## src/atfb_pkg.sv

```systemverilog
// ----------------------------------------------------------------------------
// atfb_pkg
// Shared constants for the API transmit-request frame builder.
// ----------------------------------------------------------------------------
`default_nettype none

package atfb_pkg;

   // frame geometry
   localparam int PAYLOAD_BYTES = 64;
   localparam int IDX_W         = (PAYLOAD_BYTES > 1) ? $clog2(PAYLOAD_BYTES) : 1;
   localparam logic [IDX_W-1:0] IDX_LAST = IDX_W'(PAYLOAD_BYTES - 1);
   localparam logic [15:0] FRAME_LEN = 16'(PAYLOAD_BYTES + 14);

   // fixed header bytes
   localparam logic [7:0] DELIM_BYTE    = 8'h7E;
   localparam logic [7:0] TYPE_TX_REQ   = 8'h10;
   localparam logic [7:0] NET_ADDR_HI   = 8'hFF;
   localparam logic [7:0] NET_ADDR_LO   = 8'hFE;
   localparam logic [7:0] FRAME_ID_INIT = 8'h01;
   localparam logic [7:0] OPTIONS_INIT  = 8'hC0;

   // configuration register indexes
   localparam int CSR_IDX_W = 2;
   localparam logic [CSR_IDX_W-1:0] CSR_DEST_ADDRESS = 2'd0;
   localparam logic [CSR_IDX_W-1:0] CSR_RADIUS       = 2'd1;
   localparam logic [CSR_IDX_W-1:0] CSR_TX_OPTIONS   = 2'd2;

   // emit positions within one frame
   localparam int POS_W = 5;
   localparam logic [POS_W-1:0] POS_DELIM    = 5'd0;
   localparam logic [POS_W-1:0] POS_LEN_HI   = 5'd1;
   localparam logic [POS_W-1:0] POS_LEN_LO   = 5'd2;
   localparam logic [POS_W-1:0] POS_TYPE     = 5'd3;
   localparam logic [POS_W-1:0] POS_FRAME_ID = 5'd4;
   localparam logic [POS_W-1:0] POS_DEST_7   = 5'd5;
   localparam logic [POS_W-1:0] POS_DEST_0   = 5'd12;
   localparam logic [POS_W-1:0] POS_NET_HI   = 5'd13;
   localparam logic [POS_W-1:0] POS_NET_LO   = 5'd14;
   localparam logic [POS_W-1:0] POS_RADIUS   = 5'd15;
   localparam logic [POS_W-1:0] POS_OPTIONS  = 5'd16;
   localparam logic [POS_W-1:0] POS_PAYLOAD  = 5'd17;
   localparam logic [POS_W-1:0] POS_CHECKSUM = 5'd18;

endpackage : atfb_pkg

`default_nettype wire

```

## src/api_tx_frame_builder_core.sv

```systemverilog
// ----------------------------------------------------------------------------
// api_tx_frame_builder_core
// Wraps each group of payload bytes in an API transmit-request frame.
// ----------------------------------------------------------------------------
// The first byte caused by an input passes the input stage and then the output register.
// Throughput: one output byte per cycle while rsp_stall is low, set by the single
//   output byte lane; the first byte of a frame is preceded by the header, and the
//   last byte of a frame is followed by the checksum.
// Reset: synchronous; clears the pipeline, sets frame id to 1, index and sum to
//   0, and loads the configuration registers with their reset values.
`default_nettype none

module api_tx_frame_builder_core (
   input  wire logic                           clock,
   input  wire logic                           reset,
   // configuration write port
   input  wire logic                           csr_we,
   input  wire logic [atfb_pkg::CSR_IDX_W-1:0] csr_index,
   input  wire logic [63:0]                    csr_wdata,
   // payload input
   input  wire logic                           req_valid,
   output logic                                req_stall,
   input  wire logic [7:0]                     req_payload_byte,
   // framed output
   output logic                                rsp_valid,
   input  wire logic                           rsp_stall,
   output logic [7:0]                          rsp_tx_byte,
   output logic                                rsp_last_of_run,
   output logic                                rsp_frame_end
);
   import atfb_pkg::*;

   // configuration registers
   logic [63:0] dest_ff;
   logic [7:0]  radius_ff;
   logic [7:0]  options_ff;

   // frame state
   logic [7:0]       frame_id_ff, frame_id_in;
   logic [IDX_W-1:0] index_ff, index_in;
   logic [7:0]       sum_ff, sum_in;

   // input stage
   logic             cur_valid_ff, cur_valid_in;
   logic [7:0]       cur_byte_ff;
   logic             cur_last_ff;
   logic [POS_W-1:0] cur_pos_ff, cur_pos_in;

   // output register
   logic       out_valid_ff, out_valid_in;
   logic [7:0] out_byte_ff;
   logic       out_last_ff;
   logic       out_end_ff;

   logic       out_load;
   logic       emit;
   logic       emit_done;
   logic       req_take;
   logic [7:0] emit_byte;
   logic [2:0] dest_sel;
   logic [7:0] dest_byte;

   // handshake
   assign out_load  = !out_valid_ff || !rsp_stall;
   assign emit      = cur_valid_ff && out_load;
   assign emit_done = (cur_pos_ff == POS_CHECKSUM) ||
                      ((cur_pos_ff == POS_PAYLOAD) && !cur_last_ff);
   assign req_stall = cur_valid_ff && !(emit && emit_done);
   assign req_take  = req_valid && !req_stall;

   // destination address byte, most significant first
   assign dest_sel  = 3'(POS_DEST_0 - cur_pos_ff);
   assign dest_byte = dest_ff[{dest_sel, 3'b000} +: 8];

   // select the byte for the current position
   always_comb begin
      case (cur_pos_ff)
         POS_DELIM:    emit_byte = DELIM_BYTE;
         POS_LEN_HI:   emit_byte = FRAME_LEN[15:8];
         POS_LEN_LO:   emit_byte = FRAME_LEN[7:0];
         POS_TYPE:     emit_byte = TYPE_TX_REQ;
         POS_FRAME_ID: emit_byte = frame_id_ff;
         POS_NET_HI:   emit_byte = NET_ADDR_HI;
         POS_NET_LO:   emit_byte = NET_ADDR_LO;
         POS_RADIUS:   emit_byte = radius_ff;
         POS_OPTIONS:  emit_byte = options_ff;
         POS_PAYLOAD:  emit_byte = cur_byte_ff;
         POS_CHECKSUM: emit_byte = ~sum_ff;
         default:      emit_byte = dest_byte;
      endcase
   end

   // advance the input stage and the frame state
   always_comb begin
      cur_valid_in = cur_valid_ff;
      cur_pos_in   = cur_pos_ff;
      index_in     = index_ff;
      frame_id_in  = frame_id_ff;
      sum_in       = sum_ff;

      if (emit) begin
         if (emit_done) begin
            cur_valid_in = 1'b0;
         end else if (cur_pos_ff == POS_PAYLOAD) begin
            cur_pos_in = POS_CHECKSUM;
         end else begin
            cur_pos_in = cur_pos_ff + POS_W'(1);
         end
         // running sum from the type byte through the last payload byte
         if (cur_pos_ff == POS_TYPE) begin
            sum_in = emit_byte;
         end else if (cur_pos_ff inside {[POS_FRAME_ID:POS_PAYLOAD]}) begin
            sum_in = sum_ff + emit_byte;
         end
         if (cur_pos_ff == POS_CHECKSUM) begin
            frame_id_in = frame_id_ff + 8'd1;
         end
      end

      if (req_take) begin
         cur_valid_in = 1'b1;
         cur_pos_in   = (index_ff == '0) ? POS_DELIM : POS_PAYLOAD;
         index_in     = (index_ff == IDX_LAST) ? '0 : index_ff + IDX_W'(1);
      end
   end

   assign out_valid_in = out_load ? cur_valid_ff : out_valid_ff;

   // control and configuration registers
   always_ff @(posedge clock) begin
      if (reset) begin
         cur_valid_ff <= 1'b0;
         cur_pos_ff   <= POS_DELIM;
         out_valid_ff <= 1'b0;
         index_ff     <= '0;
         frame_id_ff  <= FRAME_ID_INIT;
         sum_ff       <= 8'd0;
         dest_ff      <= 64'd0;
         radius_ff    <= 8'd0;
         options_ff   <= OPTIONS_INIT;
      end else begin
         cur_valid_ff <= cur_valid_in;
         cur_pos_ff   <= cur_pos_in;
         out_valid_ff <= out_valid_in;
         index_ff     <= index_in;
         frame_id_ff  <= frame_id_in;
         sum_ff       <= sum_in;
         if (csr_we) begin
            case (csr_index)
               CSR_DEST_ADDRESS: dest_ff    <= csr_wdata;
               CSR_RADIUS:       radius_ff  <= csr_wdata[7:0];
               CSR_TX_OPTIONS:   options_ff <= csr_wdata[7:0];
               default:          ;
            endcase
         end
      end
   end

   // payload registers
   always_ff @(posedge clock) begin
      if (req_take) begin
         cur_byte_ff <= req_payload_byte;
         cur_last_ff <= (index_ff == IDX_LAST);
      end
      if (emit) begin
         out_byte_ff <= emit_byte;
         out_last_ff <= emit_done;
         out_end_ff  <= (cur_pos_ff == POS_CHECKSUM);
      end
   end

   assign rsp_valid       = out_valid_ff;
   assign rsp_tx_byte     = out_byte_ff;
   assign rsp_last_of_run = out_last_ff;
   assign rsp_frame_end   = out_end_ff;

endmodule : api_tx_frame_builder_core

`default_nettype wire

```

## config.mk

```make
export PLATFORM = sky130hd
export DESIGN_NAME = api_tx_frame_builder_core
export DESIGN_NICKNAME = d
export VERILOG_FILES = /design/src/atfb_pkg.sv /design/src/api_tx_frame_builder_core.sv
export SDC_FILE = /design/constraint.sdc
export NUM_CORES = 1
export LEC_CHECK = 0
export ABC_AREA = 1
export BUFFER_PORTS_ARGS = -buffer_cell sky130_fd_sc_hd__buf_2
export CORE_MARGIN = 3
export CORE_UTILIZATION = 50
export CTS_BUF_LIST = sky130_fd_sc_hd__clkbuf_4 sky130_fd_sc_hd__clkbuf_8
export DETAILED_ROUTE_END_ITERATION = 7
export PLACE_DENSITY = 0.79
export RECOVER_POWER = 100
export SLEW_MARGIN = 20
export SYNTH_ARGS = -nofsm -noshare
export SYNTH_HDL_FRONTEND = slang
export SYNTH_SLANG_ARGS = --single-unit
```

## constraint.sdc

```tcl
create_clock -name clock -period 8.15 [get_ports clock]
set_clock_uncertainty 0.05 [all_clocks]
set_input_delay 0.815 -clock clock [delete_from_list [all_inputs] [get_ports clock]]
set_output_delay 0.815 -clock clock [all_outputs]
set_load 0.02 [all_outputs]
```

* Word level (Yosys, flattened, before mapping)
Cells that the tools add are included.
** Storage, ports and cells
- Register bits after elaboration :: 128
- Output and inout port bits :: 12
- Logic and storage cells :: 75
** Cells by class
- Add/subtract/negate cells :: 5
- $lt $le $gt $ge :: 2
- Eq/ne operators :: 14
- Shifts and indexed selects :: 1
- Multiplexer cells :: 12
- Bitwise operators :: 1
- Reductions and logical operators :: 26
** Operator list (count)
- $pmux W8 S11 :: 1
- $shiftx A64 B7 Y8 :: 1
- $mux W5 :: 5
- $mux W8 :: 2
- $eq A5 B4 Y1 const B :: 3
- $eq A5 B5 Y1 const B :: 3
- $reduce_and A2 Y1 :: 7
- $eq A5 B2 Y1 const B :: 2
- $add A8 B1 Y8 const B :: 1
- $add A8 B8 Y8 :: 1
- $not A8 Y8 :: 1
- $add A6 B1 Y6 const B :: 1
- $eq A6 B6 Y1 const B :: 1
- $logic_and A1 B1 Y1 :: 6
- $logic_not A6 Y1 :: 1
- $mux W6 :: 1
- $reduce_bool A2 Y1 :: 3
- $add A5 B1 Y5 const B :: 1
- $eq A5 B1 Y1 const B :: 1
- $eq A5 B3 Y1 const B :: 1
- $ge A5 B3 Y1 const B :: 1
- $le A5 B5 Y1 const B :: 1
- $logic_not A1 Y1 :: 5
- $logic_not A5 Y1 :: 1
- 7 further kinds :: 10

* Depth between registers and ports, before layout
- Depth after elaboration :: 10
- Depth in mapped cells :: 24
- Gate-level depth less buffers :: 23

* Least setup slack after synthesis
No wires, ideal clock.
- Path kind :: reg2reg
- Start :: register cur_pos_ff[0]
- End :: register sum_ff[7]
- Library setup time :: 0.109 ns
- Arrival time :: 2.876 ns
- Path slack :: 5.116 ns
- Cell stages (with the launch flop) :: 21
- Buffers on the path :: 2
- Clock period less this slack :: 3.034 ns
- Cell sequence :: dfxtp_1 inv_1 clkbuf_1 ha_1 clkinv_1 buf_2 o21ai_0 nand2_1 nand3_1 nand4_1 ha_1 nand2_1 nand2_1 a21oi_1 nand2_1 nand2_1 nand3_1 nand3_1 nand3_1 nand2_1 inv_1
** Between the ends
- Word-level cells in the longest chain between the ends :: 6
- Elaborated cells on any way between the ends :: 22
- Those cells by class :: add/sub: 2; order compare: 2; eq/ne: 10; shift: 1; mux: 3; reduce/logical: 4
** RTL lines
- start: declaration :: line api_tx_frame_builder_core.sv:47 : logic [POS_W-1:0] cur_pos_ff, cur_pos_in;
- start signal: assignment :: line api_tx_frame_builder_core.sv:143 : cur_pos_ff <= cur_pos_in;
- $sub A3 B3 Y3 :: line api_tx_frame_builder_core.sv:72 : assign dest_sel = 3'(POS_DEST_0 - cur_pos_ff);
- $shiftx A64 B7 Y8 :: line api_tx_frame_builder_core.sv:73 : assign dest_byte = dest_ff[{dest_sel, 3'b000} +: 8];
- $pmux W8 S11 * :: line api_tx_frame_builder_core.sv:77 : case (cur_pos_ff)
- net emit_byte[4] :: line api_tx_frame_builder_core.sv:59 : logic [7:0] emit_byte;
- $add A8 B8 Y8 * :: line api_tx_frame_builder_core.sv:113 : sum_in = sum_ff + emit_byte;
- $mux W8 * :: line api_tx_frame_builder_core.sv:112 : end else if (cur_pos_ff inside {[POS_FRAME_ID:POS_PAYLOAD]}) begin
- $mux W8 * :: line api_tx_frame_builder_core.sv:110 : if (cur_pos_ff == POS_TYPE) begin
- end signal: assignment :: line api_tx_frame_builder_core.sv:147 : sum_ff <= sum_in;
- end: declaration :: line api_tx_frame_builder_core.sv:41 : logic [7:0] sum_ff, sum_in;
The timed path passes the listed nets; every way through them passes the cells marked *. The select of a mux whose other input is x is not followed.
A chain may end at the register's enable or synchronous reset.

* Worst setup path after layout
- Start :: register cur_pos_ff[0]
- End :: register sum_ff[5]
The elaborated chain is that of the path after synthesis.

==> flow_metrics.py <==
metrics = {
    "layout": {
        "fillCellCount": 1175,
        "fin_nets": 1044,
        "drive_above_1_share": 0.146,
        "mostFrequentLayoutCells": "nand2_1 (173), nor2_1 (164), dfxtp_1 (109)",
        "instances_no_fill": 1129,
        "area_delta_synth_final_pct": 13.3,
        "antennaDiodeCount": 0,
        "final_common_cell": "nand2_1",
        "final_cell_area_sq_um": 7210,
    },
    "timing": {
        "final-hold-violation-count": 0,
        "setup_viol": 0,
        "fin_crit_sh": 0.548,
        "worst_slew_pin_slew_ps": 3150,
        "finalCriticalPeriod_ps": 4470,
        "drv_slew": 89,
        "rsz0062_at_grt": "no",
        "fin_hold_ws_ps": 408,
        "max-slew-margin-rel": -1.10,
        "fmax_mhz": 224,
        "fin_tns_setup_ps": 0,
    },
    "logic_synthesis": {
        "syn-cell-area_sq_um": 6370,
        "synthTopCellsByArea": "dfxtp_1 (34%), nand2_1 (9.8%), nor2_1 (9.6%)",
        "synth-edff-count": 19,
        "synth_top_cell_by_area": "dfxtp_1",
        "syn_area_per_cell_sq_um": 7.29,
        "async_flop_share": 0,
        "syn_inst": 874,
        "seq_area_frac_synth": 0.432,
        "synth_top_flop_cell": "dfxtp_1",
        "yosysWarnings": 0,
        "ys_types": 46,
        "ys_seq_elements": 128,
        "synth_top_area_frac": 0.343,
        "syn_nets": 970,
    },
    "global_routing": {
        "grt_pass1_wl_um": 26400,
        "grt_use_total": 0.232,
        "grt_pass1_vias": 5419,
        "grt_max_degree": 89,
        "antenna_found_initial": 0,
        "gr-total-overflow": 0,
    },
    "power": {
        "clockPowerShare": 0.373,
        "seqPwrFrac": 0.438,
        "p_leak_nw": 3.22,
        "total_power_w": 0.00159,
        "pwr_density_cell_nw_per_um2": 221,
        "p_sw_frac": 0.303,
        "combPwrFrac": 0.189,
        "ir_drop_uv": 124,
        "p_switching_w": 0.000483,
        "p_int_w": 0.00111,
    },
    "die": {
        "row_count": 40,
        "die_area_sq_um": 14100,
        "ios": 91,
        "die_y_um": 119,
        "die_w_um": 119,
        "core_area_sq_um": 12200,
        "initial_utilization": 0.521,
    },
    "drt": {
        "routedWlPerCell_um": 14.4,
        "wirelength_um": 16200,
        "vias": 5992,
        "drc": 0,
        "drtIter0Drc": 541,
        "routed_via_density": 5.31,
        "final_antenna_net_count": 0,
        "drt_first_pass_iters": 5,
    },
    "run": {
        "maxCapViolations": 1,
    },
    "cts": {
        "h-tree-depth": 4,
        "cts_buffer_depth": 2,
        "clkLatencyLatePin_ps": 470,
        "clkTransAtPathRegs_ps": 70,
        "cts_buffers": 17,
        "cts.sinks": 128,
        "hold_buffers": 0,
        "cts_tree": "built",
        "cts_setup_buffers": 0,
        "cts_resized": 0,
        "clockRootBuffer": "clkbuf_8",
    },
    "place": {
        "portBuffers": 90,
        "dpl.hpwl_um": 11400,
        "postPlaceCellArea_sq_um": 6870,
        "place_inst": 1097,
        "place.gp.congestion": 0.883,
    },
    "critical_path": {
        "endpoint_kind": "flip-flop",
        "crit_type": "flip-flop to flip-flop",
        "cp_max_fo": 32,
        "cp.required_ps": 8430,
        "start_kind": "flip-flop",
        "arrival_ps": 4750,
    },
    "hold_path": {
        "hold_class": "flip-flop to flip-flop",
    },
    "status": {
        "violations": "capacitance limit, slew limit",
        "outcome": "finished with violations",
    },
}
==> final timing paths <==
path                               startpoint           to  slack [ps]  cells past startpoint
worst max register to register  cur_pos_ff[0]    sum_ff[5]        3680                     18
worst min-delay path              dest_ff[52]  dest_ff[52]         410                      2
worst max-delay path            cur_pos_ff[0]    sum_ff[5]        3680                     18
worst min register to register    dest_ff[52]  dest_ff[52]         410                      2
==> per-stage QoR <==
step	worst slack [ps]	utilization
finish	3680	0.591
global route	3250	0.591
CTS	3960	0.598
detailed placement	4080	0.563
global placement	4220	0.563
floorplan	5120	-
==> per-layer routing <==
layer,wire (um),global-route usage,vias to the layer above
met5,0,0,-
met4,318,0.0818,0
met3,947,0.0594,29
met2,7060,0.339,185
met1,7920,0.332,2743
li1,-,-,3035
==> cell families after synthesis <==
| logic type | Yosys count | share of synthesized area |
|---|---|---|
| adder cells (fa/ha/maj) | 17 | 0.0346 |
| XOR/XNOR | 8 | 0.0110 |
| buffers and inverters | 103 | 0.0670 |
| AO/OA/AOI/OAI | 168 | 0.141 |
| AND/OR/NAND/NOR | 450 | 0.314 |
| flip-flops | 128 | 0.432 |
==> registers in the layout, summed over array words and instances, names as in the netlist, 5 cells and up <==
signal	flops
sum_ff	8
frame_id_ff	8
index_ff	6
radius_ff	8
rsp_tx_byte	8
options_ff	8
cur_pos_ff	5
dest_ff	64
cur_byte_ff	8
==> worst max-delay path, cell delays in order, from the launching register on <==
cell and delay [ps]:
dfxtp_1 310, inv_1 640, ha_1 590, clkinv_1 590
nand3_1 270, nand2_1 90, nand2_1 70, nand2_1 70
o21ai_0 500, ha_1 340, nand2_1 60, nand2_1 60
and2_0 170, nand3_1 100, nand3_1 70, nand2_1 70
nor2_1 60, nor2_1 130, a21oi_2 70
==> synthesized netlist by cell type (4+ instances only) <==
cell / n
o21ai_1: 7
o21ai_0: 96
clkbuf_1: 27
dfxtp_1: 109
inv_1: 56
nand2_1: 167
nand4_1: 15
nor2_2: 4
inv_2: 6
nor2_1: 162
nand2_2: 14
edfxtp_1: 19
nor3_1: 7
xor2_1: 8
ha_1: 16
buf_2: 4
buf_6: 4
a21oi_1: 47
o22ai_1: 5
nand3_1: 62
==> layout make-up <==
class                           instances  area [sq um]  share of cell area
Sequential cell                       128          2750               0.382
Multi-Input combinational cell        643          3120               0.433
Inverter                               65           245              0.0340
Tap cell                              168           210              0.0291
Clock inverter                         11           150              0.0208
Clock buffer                           21           283              0.0392
Timing Repair Buffer                   93           453              0.0628
==> power by group through the flow <==
stage	combinational (W)	sequential (W)	clock, W
after floorplan	0.000219	0.000712	0
after global placement	0.000302	0.000712	0
after detailed placement	0.000306	0.000712	0
after CTS	0.000309	0.000698	0.000602
after global routing	0.000340	0.000702	0.000631
final	0.000301	0.000699	0.000595
Note: power is estimated with default switching activity, not from simulation.
